$ cat src/hw/rtl/bfa_pkg.sv
// bfa_pkg: shared types, codes and helpers of the bitmap frame allocator.
// No dependencies.
package bfa_pkg;

  localparam int unsigned WORD_BITS   = 32;
  localparam int unsigned BIT_W       = 5;
  localparam int unsigned FRAME_SHIFT = 12;
  localparam int unsigned ADDR_W      = 32;
  localparam int unsigned FRAME_W     = ADDR_W - FRAME_SHIFT;
  localparam int unsigned CNT_W       = 19;
  localparam int unsigned CMD_W       = 2;
  localparam int unsigned STATUS_W    = 3;

  localparam logic [CMD_W-1:0] CMD_ALLOC     = 2'd0;
  localparam logic [CMD_W-1:0] CMD_FREE      = 2'd1;
  localparam logic [CMD_W-1:0] CMD_MARK_USED = 2'd2;
  localparam logic [CMD_W-1:0] CMD_MARK_FREE = 2'd3;

  localparam logic [STATUS_W-1:0] ST_DONE       = 3'd0;
  localparam logic [STATUS_W-1:0] ST_NO_FREE    = 3'd1;
  localparam logic [STATUS_W-1:0] ST_MISALIGNED = 3'd2;
  localparam logic [STATUS_W-1:0] ST_RANGE      = 3'd3;
  localparam logic [STATUS_W-1:0] ST_ALREADY    = 3'd4;

  typedef struct packed {
    logic                valid;
    logic [STATUS_W-1:0] status;
    logic [ADDR_W-1:0]   frame_address;
    logic [CNT_W-1:0]    held_frames;
    logic [CNT_W-1:0]    free_frames;
  } rsp_t;

  // index of the lowest clear bit; word must hold at least one clear bit
  function automatic logic [BIT_W-1:0] lowest_zero(input logic [WORD_BITS-1:0] word);
    logic [WORD_BITS-1:0] v;
    logic [BIT_W-1:0]     idx;
    v   = ~word;
    idx = '0;
    if (v[15:0] == '0) begin
      idx[4] = 1'b1;
      v      = v >> 16;
    end
    if (v[7:0] == '0) begin
      idx[3] = 1'b1;
      v      = v >> 8;
    end
    if (v[3:0] == '0) begin
      idx[2] = 1'b1;
      v      = v >> 4;
    end
    if (v[1:0] == '0) begin
      idx[1] = 1'b1;
      v      = v >> 2;
    end
    if (v[0] == 1'b0) begin
      idx[0] = 1'b1;
    end
    return idx;
  endfunction

endpackage

$ cat src/hw/rtl/bfa_ctrl.sv
// bfa_ctrl: command sequencer of the frame allocator: clear pass, first-fit
// scan, read-modify-write of bitmap words, free counter and result register.
// Depends on bfa_pkg.
module bfa_ctrl #(
  parameter int unsigned WORDS      = 8192,
  parameter int unsigned WIDX_W     = 13
) (
  input  logic                             clk_i,
  input  logic                             rst_ni,
  input  logic                             start,
  output logic                             busy,
  input  logic [bfa_pkg::CMD_W-1:0]        command_i,
  input  logic [bfa_pkg::ADDR_W-1:0]       address_i,
  input  logic [bfa_pkg::CNT_W-1:0]        frame_count_i,
  output logic                             mem_we_o,
  output logic [WIDX_W-1:0]                mem_waddr_o,
  output logic [bfa_pkg::WORD_BITS-1:0]    mem_wdata_o,
  output logic [WIDX_W-1:0]                mem_raddr_o,
  input  logic [bfa_pkg::WORD_BITS-1:0]    mem_rdata_i,
  output bfa_pkg::rsp_t                    rsp_o
);

  localparam int unsigned WCNT_W = $clog2(WORDS + 1);

  typedef enum logic [1:0] {
    S_CLEAR,
    S_IDLE,
    S_SCAN,
    S_MOD
  } state_e;

  state_e                          state_q, state_d;
  logic [WCNT_W-1:0]               clr_q, clr_d;
  logic [WCNT_W-1:0]               scan_q, scan_d;
  logic [WCNT_W-1:0]               hint_q, hint_d;
  logic [bfa_pkg::CMD_W-1:0]       cmd_q, cmd_d;
  logic [bfa_pkg::FRAME_W-1:0]     frame_q, frame_d;
  logic [bfa_pkg::CNT_W-1:0]       free_q, free_d;
  bfa_pkg::rsp_t                   rsp_q, rsp_d;

  logic [bfa_pkg::FRAME_W-1:0]     in_frame;
  logic [WCNT_W-1:0]               scan_nxt;
  logic [WCNT_W-1:0]               mod_word;
  logic [bfa_pkg::BIT_W-1:0]       zero_bit;
  logic [bfa_pkg::ADDR_W-1:0]      found;
  logic [bfa_pkg::BIT_W-1:0]       mod_bit;
  logic                            want_used;
  logic                            respond;
  logic [bfa_pkg::STATUS_W-1:0]    status;
  logic [bfa_pkg::ADDR_W-1:0]      faddr;

  assign busy     = (state_q != S_IDLE);
  assign in_frame = address_i[bfa_pkg::ADDR_W-1:bfa_pkg::FRAME_SHIFT];
  assign scan_nxt = scan_q + 1'b1;
  assign mod_word = WCNT_W'(frame_q[bfa_pkg::BIT_W +: WIDX_W]);
  assign zero_bit = bfa_pkg::lowest_zero(mem_rdata_i);
  assign found    = (bfa_pkg::ADDR_W'(scan_q) << bfa_pkg::BIT_W)
                  | bfa_pkg::ADDR_W'(zero_bit);
  assign mod_bit  = frame_q[bfa_pkg::BIT_W-1:0];
  assign want_used = (cmd_q == bfa_pkg::CMD_MARK_USED);

  always_comb begin
    state_d     = state_q;
    clr_d       = clr_q;
    scan_d      = scan_q;
    hint_d      = hint_q;
    cmd_d       = cmd_q;
    frame_d     = frame_q;
    free_d      = free_q;
    mem_we_o    = 1'b0;
    mem_waddr_o = '0;
    mem_wdata_o = mem_rdata_i;
    mem_raddr_o = '0;
    respond     = 1'b0;
    status      = bfa_pkg::ST_DONE;
    faddr       = '0;

    case (state_q)
      S_CLEAR: begin
        mem_we_o    = 1'b1;
        mem_waddr_o = clr_q[WIDX_W-1:0];
        mem_wdata_o = '1;
        clr_d       = clr_q + 1'b1;
        if (clr_q == WCNT_W'(WORDS - 1)) begin
          state_d = S_IDLE;
        end
      end
      S_IDLE: begin
        if (start) begin
          cmd_d   = command_i;
          frame_d = in_frame;
          if (command_i == bfa_pkg::CMD_ALLOC) begin
            if ((32'(hint_q) << bfa_pkg::BIT_W) >= 32'(frame_count_i)) begin
              respond = 1'b1;
              status  = bfa_pkg::ST_NO_FREE;
            end else begin
              mem_raddr_o = hint_q[WIDX_W-1:0];
              scan_d      = hint_q;
              state_d     = S_SCAN;
            end
          end else if (command_i == bfa_pkg::CMD_FREE &&
                       address_i[bfa_pkg::FRAME_SHIFT-1:0] != '0) begin
            respond = 1'b1;
            status  = bfa_pkg::ST_MISALIGNED;
          end else if (32'(in_frame) >= 32'(frame_count_i)) begin
            respond = 1'b1;
            status  = bfa_pkg::ST_RANGE;
          end else begin
            mem_raddr_o = in_frame[bfa_pkg::BIT_W +: WIDX_W];
            state_d     = S_MOD;
          end
        end
      end
      S_SCAN: begin
        if (mem_rdata_i != '1) begin
          respond = 1'b1;
          if (found < 32'(frame_count_i)) begin
            mem_we_o    = 1'b1;
            mem_waddr_o = scan_q[WIDX_W-1:0];
            mem_wdata_o = mem_rdata_i | (bfa_pkg::WORD_BITS'(1) << zero_bit);
            free_d      = (free_q != '0) ? free_q - 1'b1 : free_q;
            hint_d      = scan_q;
            faddr       = found << bfa_pkg::FRAME_SHIFT;
          end else begin
            status = bfa_pkg::ST_NO_FREE;
          end
        end else begin
          // every word below scan_nxt is full
          hint_d = scan_nxt;
          if ((32'(scan_nxt) << bfa_pkg::BIT_W) >= 32'(frame_count_i)) begin
            respond = 1'b1;
            status  = bfa_pkg::ST_NO_FREE;
          end else begin
            mem_raddr_o = scan_nxt[WIDX_W-1:0];
            scan_d      = scan_nxt;
          end
        end
      end
      S_MOD: begin
        respond = 1'b1;
        if (mem_rdata_i[mod_bit] == want_used) begin
          status = bfa_pkg::ST_ALREADY;
        end else begin
          mem_we_o    = 1'b1;
          mem_waddr_o = mod_word[WIDX_W-1:0];
          if (want_used) begin
            mem_wdata_o = mem_rdata_i | (bfa_pkg::WORD_BITS'(1) << mod_bit);
            free_d      = (free_q != '0) ? free_q - 1'b1 : free_q;
          end else begin
            mem_wdata_o = mem_rdata_i & ~(bfa_pkg::WORD_BITS'(1) << mod_bit);
            free_d      = free_q + 1'b1;
            if (mod_word < hint_q) begin
              hint_d = mod_word;
            end
          end
        end
      end
      default: begin
        state_d = S_IDLE;
      end
    endcase

    if (respond) begin
      state_d = S_IDLE;
    end

    rsp_d.valid         = respond;
    rsp_d.status        = status;
    rsp_d.frame_address = faddr;
    rsp_d.free_frames   = free_d;
    rsp_d.held_frames   = (frame_count_i > free_d) ? frame_count_i - free_d : '0;
  end

  always_ff @(posedge clk_i or negedge rst_ni) begin
    if (!rst_ni) begin
      state_q <= S_CLEAR;
      clr_q   <= '0;
      scan_q  <= '0;
      hint_q  <= WCNT_W'(WORDS);
      cmd_q   <= bfa_pkg::CMD_ALLOC;
      frame_q <= '0;
      free_q  <= '0;
      rsp_q   <= '0;
    end else begin
      state_q <= state_d;
      clr_q   <= clr_d;
      scan_q  <= scan_d;
      hint_q  <= hint_d;
      cmd_q   <= cmd_d;
      frame_q <= frame_d;
      free_q  <= free_d;
      rsp_q   <= rsp_d;
    end
  end

  assign rsp_o = rsp_q;

`ifndef NO_ASSERTIONS
  a_result_idle: assert property (@(posedge clk_i) disable iff (!rst_ni)
    rsp_q.valid |-> !busy)
    else $error("result strobe while busy");

  a_accept_busy: assert property (@(posedge clk_i) disable iff (!rst_ni)
    (start && !busy) |=> (busy || rsp_q.valid))
    else $error("accepted command dropped");

  a_reject_keeps_count: assert property (@(posedge clk_i) disable iff (!rst_ni)
    (rsp_q.valid && rsp_q.status != bfa_pkg::ST_DONE) |-> $stable(free_q))
    else $error("free count changed on a rejected command");

  a_reject_no_addr: assert property (@(posedge clk_i) disable iff (!rst_ni)
    (rsp_q.valid && rsp_q.status != bfa_pkg::ST_DONE) |-> rsp_q.frame_address == '0)
    else $error("frame address on a rejected command");

  a_write_on_result: assert property (@(posedge clk_i) disable iff (!rst_ni)
    (mem_we_o && state_q != S_CLEAR) |=> (rsp_q.valid && rsp_q.status == bfa_pkg::ST_DONE))
    else $error("bitmap written without a completed command");
`endif

endmodule

$ cat config.mk
export PLATFORM = sky130hd
export DESIGN_NAME = bfa_ctrl
export DESIGN_NICKNAME = d
export VERILOG_FILES = /design/src/hw/rtl/bfa_pkg.sv /design/src/hw/rtl/bfa_ctrl.sv
export SDC_FILE = /design/constraint.sdc
export NUM_CORES = 1
export LEC_CHECK = 0
export BUFFER_PORTS_ARGS = -buffer_cell sky130_fd_sc_hd__buf_2
export CORE_MARGIN = 1.5
export CORE_UTILIZATION = 55
export DETAILED_ROUTE_END_ITERATION = 8
export PLACE_DENSITY = 0.78
export SETUP_SLACK_MARGIN = 0.2
export SLEW_MARGIN = 0
export SYNTH_ARGS = -nofsm -noshare
export SYNTH_HDL_FRONTEND = slang
export SYNTH_SLANG_ARGS = --single-unit
$ cat constraint.sdc
create_clock -name clk_i -period 8.1 [get_ports clk_i]
set_clock_uncertainty 0.05 [all_clocks]
set_input_delay 0.81 -clock clk_i [delete_from_list [all_inputs] [get_ports clk_i]]
set_output_delay 0.81 -clock clk_i [all_outputs]
set_load 0.02 [all_outputs]
Yosys cells after proc, flatten, opt, wreduce, memory -nomap -nowiden
Cells that the tools add are included.
W data, S select, Z words.
{ "totals": {"reg_bits": 138, "in_bits": 88, "output_inout_bits": 134, "elab_cells": 150} }
{ "op_classes": {"add_sub_neg": 5, "order_cmp": 7, "eq_ne": 23, "shifts": 2, "n_mux": 80, "bitwise_logic": 6, "reduce_logical": 16} }
{ "ops": {"columns": ["cell", "count"], "rows": [
  ["$mux W14", 10],
  ["$mux W13", 10],
  ["$mux W32", 4],
  ["$mux W19", 6],
  ["$pmux W32 S3", 1],
  ["$mux W31", 3],
  ["$or A32 B32 Y32", 2],
  ["$shl A1 B5 Y32 const A", 2],
  ["$pmux W14 S2", 2],
  ["$pmux W13 S3", 1],
  ["$ge A19 B19 Y1", 2],
  ["$pmux W19 S2", 1],
  ["$and A32 B32 Y32", 1],
  ["$ne A32 B32 Y1 const B", 1],
  ["$not A32 Y32", 1],
  ["$not A31 Y31", 1],
  ["$add A14 B1 Y14 const B", 2],
  ["$pmux W13 S2", 1],
  ["$ge A20 B19 Y1", 1],
  ["$mux W1", 20],
  ["$add A19 B1 Y19 const B", 1],
  ["$gt A19 B19 Y1", 1],
  ["$lt A19 B19 Y1", 1],
  ["$or A19 B5 Y19", 1],
  ["other kinds (32)", 63]
]} }

Depth between registers and ports, before layout
Gate-level depths: netlist of run 1.
{ "logic_depth": {"ltp_word": 17, "mapped_depth": 35, "ltp_nobuf": 33} }

Worst setup path before layout of run 1
Ideal clock, no wire load.
{ "synth_timing": {"path_kind": "in2reg", "from": "input port mem_rdata_i[7] (netlist name)", "to": "register rsp_q (netlist bit rsp_o[37])", "setup_time_ns": 0.128, "arrival_ns": 7.290, "t_required_ns": 7.922, "path_slack_ns": 0.632, "path_stages": 32, "n_path_buf": 3, "cell_sequence": "buf_4 > nand4_2 > or4_4 > buf_2 > mux2i_1 > a31oi_2 > o211a_1 > and3_1 > ha_1 > nor2b_1 > o21a_1 > o2111ai_1 > o211ai_1 > or3_1 > buf_2 > nor2_1 > nand2_1 > nand2_1 > o21ai_0 > a221oi_1 > inv_1 > fa_1 > nand2b_1 > a2111oi_2 > a2111oi_1 > maj3_1 > a2111o_1 > and3_1 > o311ai_1 > a21oi_1 > xor2_1 > nor2_1"} }
{ "synth_lines": {"columns": ["item", "line_no", "rtl"], "rows": [
  ["start: declaration", "bfa_ctrl.sv:19", "input logic [bfa_pkg::WORD_BITS-1:0] mem_rdata_i,"],
  ["end signal: assignment", "bfa_ctrl.sv:192", "rsp_q <= rsp_d;"],
  ["end: declaration", "bfa_ctrl.sv:39", "bfa_pkg::rsp_t rsp_q, rsp_d;"]
]} }

==> impl_metrics.json, run 1 <==
{
  "gr-total-overflow": 0,
  "finalHoldViolations": 0,
  "rsz0062_at_grt": "false",
  "crit_path_end_kind": "flop",
  "maxSlewViolCount": 0,
  "ant_nets": 0,
  "dieArea_um2": 23600,
  "drt-wirelength-per-cell_um": 24.65,
  "place_hpwl_mm": 37.85,
  "arrival_ps": 7840,
  "start_util_pct": 56.66,
  "grt_max_degree": 72,
  "ys.flop_type": "dfrtp_1",
  "period_minus_slack_ps": 7535,
  "synth_cell_types": 101,
  "ir_drop_mv": 0.1286,
  "clock-sinks": 125,
  "final.setup.tns_ps": 0,
  "clkLatencyLatePin_ps": 440,
  "synth_most_common_cell": "nand2_1",
  "p_int_mw": 1.327,
  "nets": 1955,
  "port_buffers": 208,
  "track_usage_pct": 43.13,
  "antenna_found_initial": 2,
  "syn_to_final_growth_pct": 15.66,
  "required_ps": 8410,
  "die_w_um": 153.6,
  "power_per_cell_area_nw_per_um2": 146.8,
  "cts_inserted_buffers": 17,
  "vias": 13820,
  "gp_congestion": 1.015,
  "leakagePower_nw": 6.808,
  "io_pins": 222,
  "cts_buffer_depth": 2,
  "drt_iter0_markers": 1810,
  "p_comb_share_pct": 28.5,
  "rows": 54,
  "p_seq_share_pct": 33.9,
  "clk_pin_slew_ps": 70,
  "antenna_cells": 0,
  "first_global_vias": 13210,
  "synthTopCellsByCount": "nand2_1, nor2_1, a21oi_1, dfrtp_1, ha_1",
  "synth_edf_count": 0,
  "core_area_um2": 22030,
  "ys_seq_area_share_pct": 25.08,
  "slowest_delay_ps": 660,
  "grt_pass1_wl_mm": 78.32,
  "ys_ff_latch": 125,
  "dp.cells": 2022,
  "r2r_cells": 20,
  "synth_cells": 1582,
  "r2r-end": "rsp_o[37]",
  "stdcell_count": 2060,
  "p_clk_share_pct": 37.6,
  "synth_top_area_share_pct": 24.86,
  "ys_warn_count": 0,
  "first_pass_iters": 8,
  "setup_viol": 0,
  "fin_area_um2": 14430,
  "htreeDepth": 4,
  "cts_tree": "done",
  "post_dp_cell_area_um2": 13790,
  "hp-class": "input pin to async pin",
  "routed_wl_mm": 50.77,
  "p_sw_share_pct": 37.36,
  "syn_area_um2": 12480,
  "p_sw_uw": 791.4,
  "yosysTopAreaCell": "dfrtp_1",
  "hold_slack_ps": 398.2,
  "avgSynthCellArea_um2": 7.888,
  "maxSlewHeadroom_pct": 16.78,
  "cts-root-buf": "clkbuf_16",
  "async_reset_ff_share_pct": 100.0,
  "start_kind": "input pin",
  "worstReg2RegStart": "frame_q[0]",
  "slowest_stage": "or4_4",
  "postCtsHoldBufs": 0,
  "die_h_um": 153.6,
  "rrSetupSlack_ps": 1440,
  "fin_crit_sh_pct": 93.02,
  "status": "completed",
  "tightestPinTransition_ps": 1239,
  "drive_gt1_share_pct": 21.01,
  "critPathKind": "input pin to flop",
  "synth_area_leaders": "dfrtp_1, ha_1, a21oi_1",
  "viasPerCell": 6.709,
  "finalPower_mw": 2.119,
  "fmax_ghz": 0.1327,
  "cp_max_fo": 7,
  "remaining_drc_errors": 0,
  "max_cap_viol_count": 0
}
## cell type report
class                   instances  area (um2)
fillers                      1902        7592
clock inverters                14       157.7
inverters                      84       315.3
repair buffers                253        1394
multi-input cells            1286        8658
well taps                     280       350.3
clock buffers                  18       429.2
flip-flops and latches        125        3129
## metrics by stage
stage	setup slack [ps]	utilization, %
2_1_floorplan	631.7	-
3_3_place_gp	247.4	62.59
3_5_place_dp	116.5	62.59
4_1_cts	476.7	65.25
5_1_grt	214.4	65.53
6_report	565.3	65.53
## repair_timing
action                                  4_1_cts  5_1_grt
setup buffers                                 0        5
gates resized for setup                       0        4
endpoints found under the setup margin        0       18
## worst max-delay path, delay by kind of cell
family / cells / cell delay [ps]
AO/OA/AOI/OAI: 13 / 2750
adder cells (fa/ha/maj): 3 / 1090
XOR/XNOR: 1 / 150
buffers and inverters: 3 / 410
AND/OR/NAND/NOR: 11 / 2620
## layout by cell type, fill, tap and decap left out, types with 24 or more instances in the layout
cell type,netlist,final
nand3_1,44,44
a21oi_1,136,136
o21ai_0,90,90
nor3_1,35,34
buf_4,18,45
buf_2,5,207
and3_1,41,41
xnor2_1,33,33
a21o_1,41,41
xor2_1,34,34
and2_1,24,24
ha_1,99,97
nand4_1,47,47
mux2_2,24,24
inv_1,79,79
nor2_1,146,145
dfrtp_1,124,124
nand2_1,153,153
## layer usage
metal	share of wire, %	vias to the layer above	track usage (%)
met5	0.026	-	0
met4	5.0	2	19.74
met3	10	189	9.245
met2	45	980	68.91
met1	39	6506	56.06
li1	-	6143	-
## registers in the layout (all words and copies together), names as in the netlist
register  cells
rsp_o        61
frame_q      18
clr_q        14
hint_q       14
scan_q       14
cmd_q         2
state_q       2
## worst max path at each step
stage / startpoint / cells after the start / to
floorplan: mem_rdata_i[7] / 32 / rsp_o[37]
global placement: mem_rdata_i[9] / 31 / rsp_o[33]
detailed placement: mem_rdata_i[9] / 31 / rsp_o[33]
CTS: mem_rdata_i[9] / 31 / rsp_o[33]
global route: mem_rdata_i[9] / 31 / rsp_o[37]
finish: mem_rdata_i[9] / 31 / rsp_o[37]
## logic make-up (layout without fill, tap and decap cells)
family | after synthesis | in the layout | share of synthesized area [%]
buf+inv | 184 | 369 | 6.246
simple gates | 584 | 585 | 23.31
mux | 45 | 45 | 4.612
other cells | 1 | 13 | 0.03005
fa+ha+maj | 105 | 105 | 10.49
flops | 125 | 125 | 25.08
xor+xnor | 67 | 67 | 4.702
compound gates | 471 | 471 | 25.54
## power groups by stage
stage | clock [mW] | combinational [mW] | sequential (mW)
after floorplan | 0 | 0.385 | 0.704
after global placement | 0 | 0.571 | 0.726
after detailed placement | 0 | 0.579 | 0.727
after CTS | 0.797 | 0.583 | 0.716
after global routing | 0.823 | 0.640 | 0.721
final | 0.797 | 0.604 | 0.718
(Power assumes the default switching activity.)
==> inputs of run 2 (changes only) <==
--- a/config.mk
+++ b/config.mk
@@ -7,9 +7,10 @@
 export LEC_CHECK = 0
 export BUFFER_PORTS_ARGS = -buffer_cell sky130_fd_sc_hd__buf_2
 export CORE_MARGIN = 1.5
-export CORE_UTILIZATION = 55
+export CORE_UTILIZATION = 40
+export CTS_BUF_LIST = sky130_fd_sc_hd__clkbuf_4 sky130_fd_sc_hd__clkbuf_8
 export DETAILED_ROUTE_END_ITERATION = 8
-export PLACE_DENSITY = 0.78
+export PLACE_DENSITY = 0.59
 export SETUP_SLACK_MARGIN = 0.2
 export SLEW_MARGIN = 0
 export SYNTH_ARGS = -nofsm -noshare
==> run 2 against run 1 <==
Register-to-register slack worse by 60 ps. Largest cell class unchanged. Clock power is 31% lower. Non-clock buffer count is 10 higher. Core utilization is 18 points lower. Hold slack worse by 120 ps. Highest routed layer is now met4. Via count is 3.0% lower.
==> impl_metrics.json, run 2 (synthesis results as in run 1) <==
{
  "arrival_ps": 7770,
  "multi_input_area_um2": 8653,
  "viasPerCell": 6.133,
  "start_util_pct": 40.69,
  "die_h_um": 179.6,
  "largest_reg_flops": 61,
  "finalPower_mw": 1.856,
  "maxSlewHeadroom_pct": 20.43,
  "syn_to_final_growth_pct": 15.70,
  "track_usage_pct": 31.58,
  "hp-class": "input pin to async pin",
  "grt_pass1_wl_mm": 78.45,
  "clock-sinks": 125,
  "core_area_um2": 30670,
  "clkLatencyLatePin_ps": 480,
  "period_minus_slack_ps": 7463,
  "fmax_ghz": 0.1340,
  "cp_max_fo": 7,
  "cts_buffer_depth": 2,
  "fin_crit_sh_pct": 92.13,
  "final_cell_mix": "buf_2, nand2_1, nor2_1",
  "ir_drop_mv": 0.07352,
  "power_per_cell_area_nw_per_um2": 128.6,
  "routed_wl_mm": 51.98,
  "tightestPinTransition_ps": 1193,
  "ant_nets": 0,
  "clk_pin_slew_ps": 70,
  "first_pass_iters": 6,
  "crit_path_end_kind": "flop",
  "n_fill_cell": 3113,
  "postCtsHoldBufs": 0,
  "rrSetupSlack_ps": 1380,
  "dieArea_um2": 32270,
  "setup_viol": 0,
  "io_pins": 222,
  "required_ps": 8410,
  "cts-root-buf": "clkbuf_8",
  "grt_max_degree": 69,
  "layout_commonest_cell": "buf_2",
  "remaining_drc_errors": 0,
  "final.setup.tns_ps": 0,
  "slowest_delay_ps": 730,
  "rsz0062_at_grt": "false",
  "start_kind": "input pin",
  "drt-wirelength-per-cell_um": 23.77,
  "max_cap_viol_count": 0,
  "rows": 64,
  "cts_tree": "done",
  "gr-total-overflow": 0,
  "status": "completed",
  "port_buffers": 208,
  "vias": 13410,
  "place_hpwl_mm": 39.74,
  "gp_congestion": 1.042,
  "drive_gt1_share_pct": 21.40,
  "finalHoldViolations": 0,
  "nets": 1965,
  "drt_iter0_markers": 1373,
  "cts_inserted_buffers": 17,
  "slowest_stage": "or4_2",
  "critPathKind": "input pin to flop",
  "ff_latch_area_um2": 3129,
  "die_w_um": 179.6,
  "leakagePower_nw": 6.764,
  "antenna_found_initial": 1,
  "maxSlewViolCount": 0,
  "first_global_vias": 12920,
  "htreeDepth": 4
}
==> run 2: cell count changes in the layout (fill, tap and decap cells not counted), moves of 2 or more <==
| cell | change |
|---|---|
| clkbuf_16 | -17 |
| buf_4 | +10 |
| inv_6 | -3 |
| o21ai_0 | -2 |
| clkbuf_8 | +19 |
| o21ai_1 | +3 |
==> run 2: what timing repair did <==
| item | in CTS | in global routing |
|---|---|---|
| resized for setup | 0 | 4 |
| setup buffers | 0 | 9 |
| endpoints found under the setup margin | 0 | 17 |
==> run 2: worst max-delay path: cells and delay by family <==
family                     cells  cell delay (ps)
and+or+nand+nor               10             2510
AOI/OAI and AO/OA             11             2230
adders and majority gates      4             1370
buffers and inverters          3              550
xor gates and xnor gates       2              300
==> run 2: through the flow <==
stage | setup slack [ps] | instance area, um2 | util (%) | hold slack [ps] | std cells
6_report | 637.4 | 14440 | 47.08 | 274.2 | 2187
2_1_floorplan | 631.7 | 12520 | - | 383.1 | 1594
3_5_place_dp | 65.99 | 13960 | 45.53 | 403.7 | 2144
3_3_place_gp | 185.6 | 13960 | 45.53 | 398.4 | 2144
5_1_grt | 199.6 | 14440 | 47.07 | 308.8 | 2186
4_1_cts | 527.2 | 14350 | 46.78 | 269.6 | 2176
==> run 2: cell type report <==
class                   instances  share of cell area [%]
clock buffers                  20                   1.863
inverters                      84                   2.184
flip-flops and latches        125                   21.67
multi-input cells            1286                   59.93
diodes                          1                 0.01733
well taps                     396                   3.432
repair buffers                263                   10.11
clock inverters                12                  0.7886
==> run 2: power by group <==
part	switching, mW	internal [mW]
sequential	0.0588	0.658
combinational	0.385	0.204
clock	0.287	0.264
==> run 2: final timing paths <==
check,start,endpoint,depth (start not counted)
max,mem_rdata_i[8],rsp_o[37],30
min,rst_ni,rsp_o[35],1
max reg2reg,frame_q[0],rsp_o[37],20
min reg2reg,clr_q[13],clr_q[13],1
max in group asynchronous,rst_ni,hint_q[1],2
min in group clk_i,clr_q[13],clr_q[13],1
==> run 2: layer usage <==
layer	GRT usage (%)	vias up	wire, um
met5	0	-	0
met4	12.17	0	1730
met3	7.192	99	4592
met2	50.15	699	23760
met1	41.65	6441	21900
li1	-	6173	-
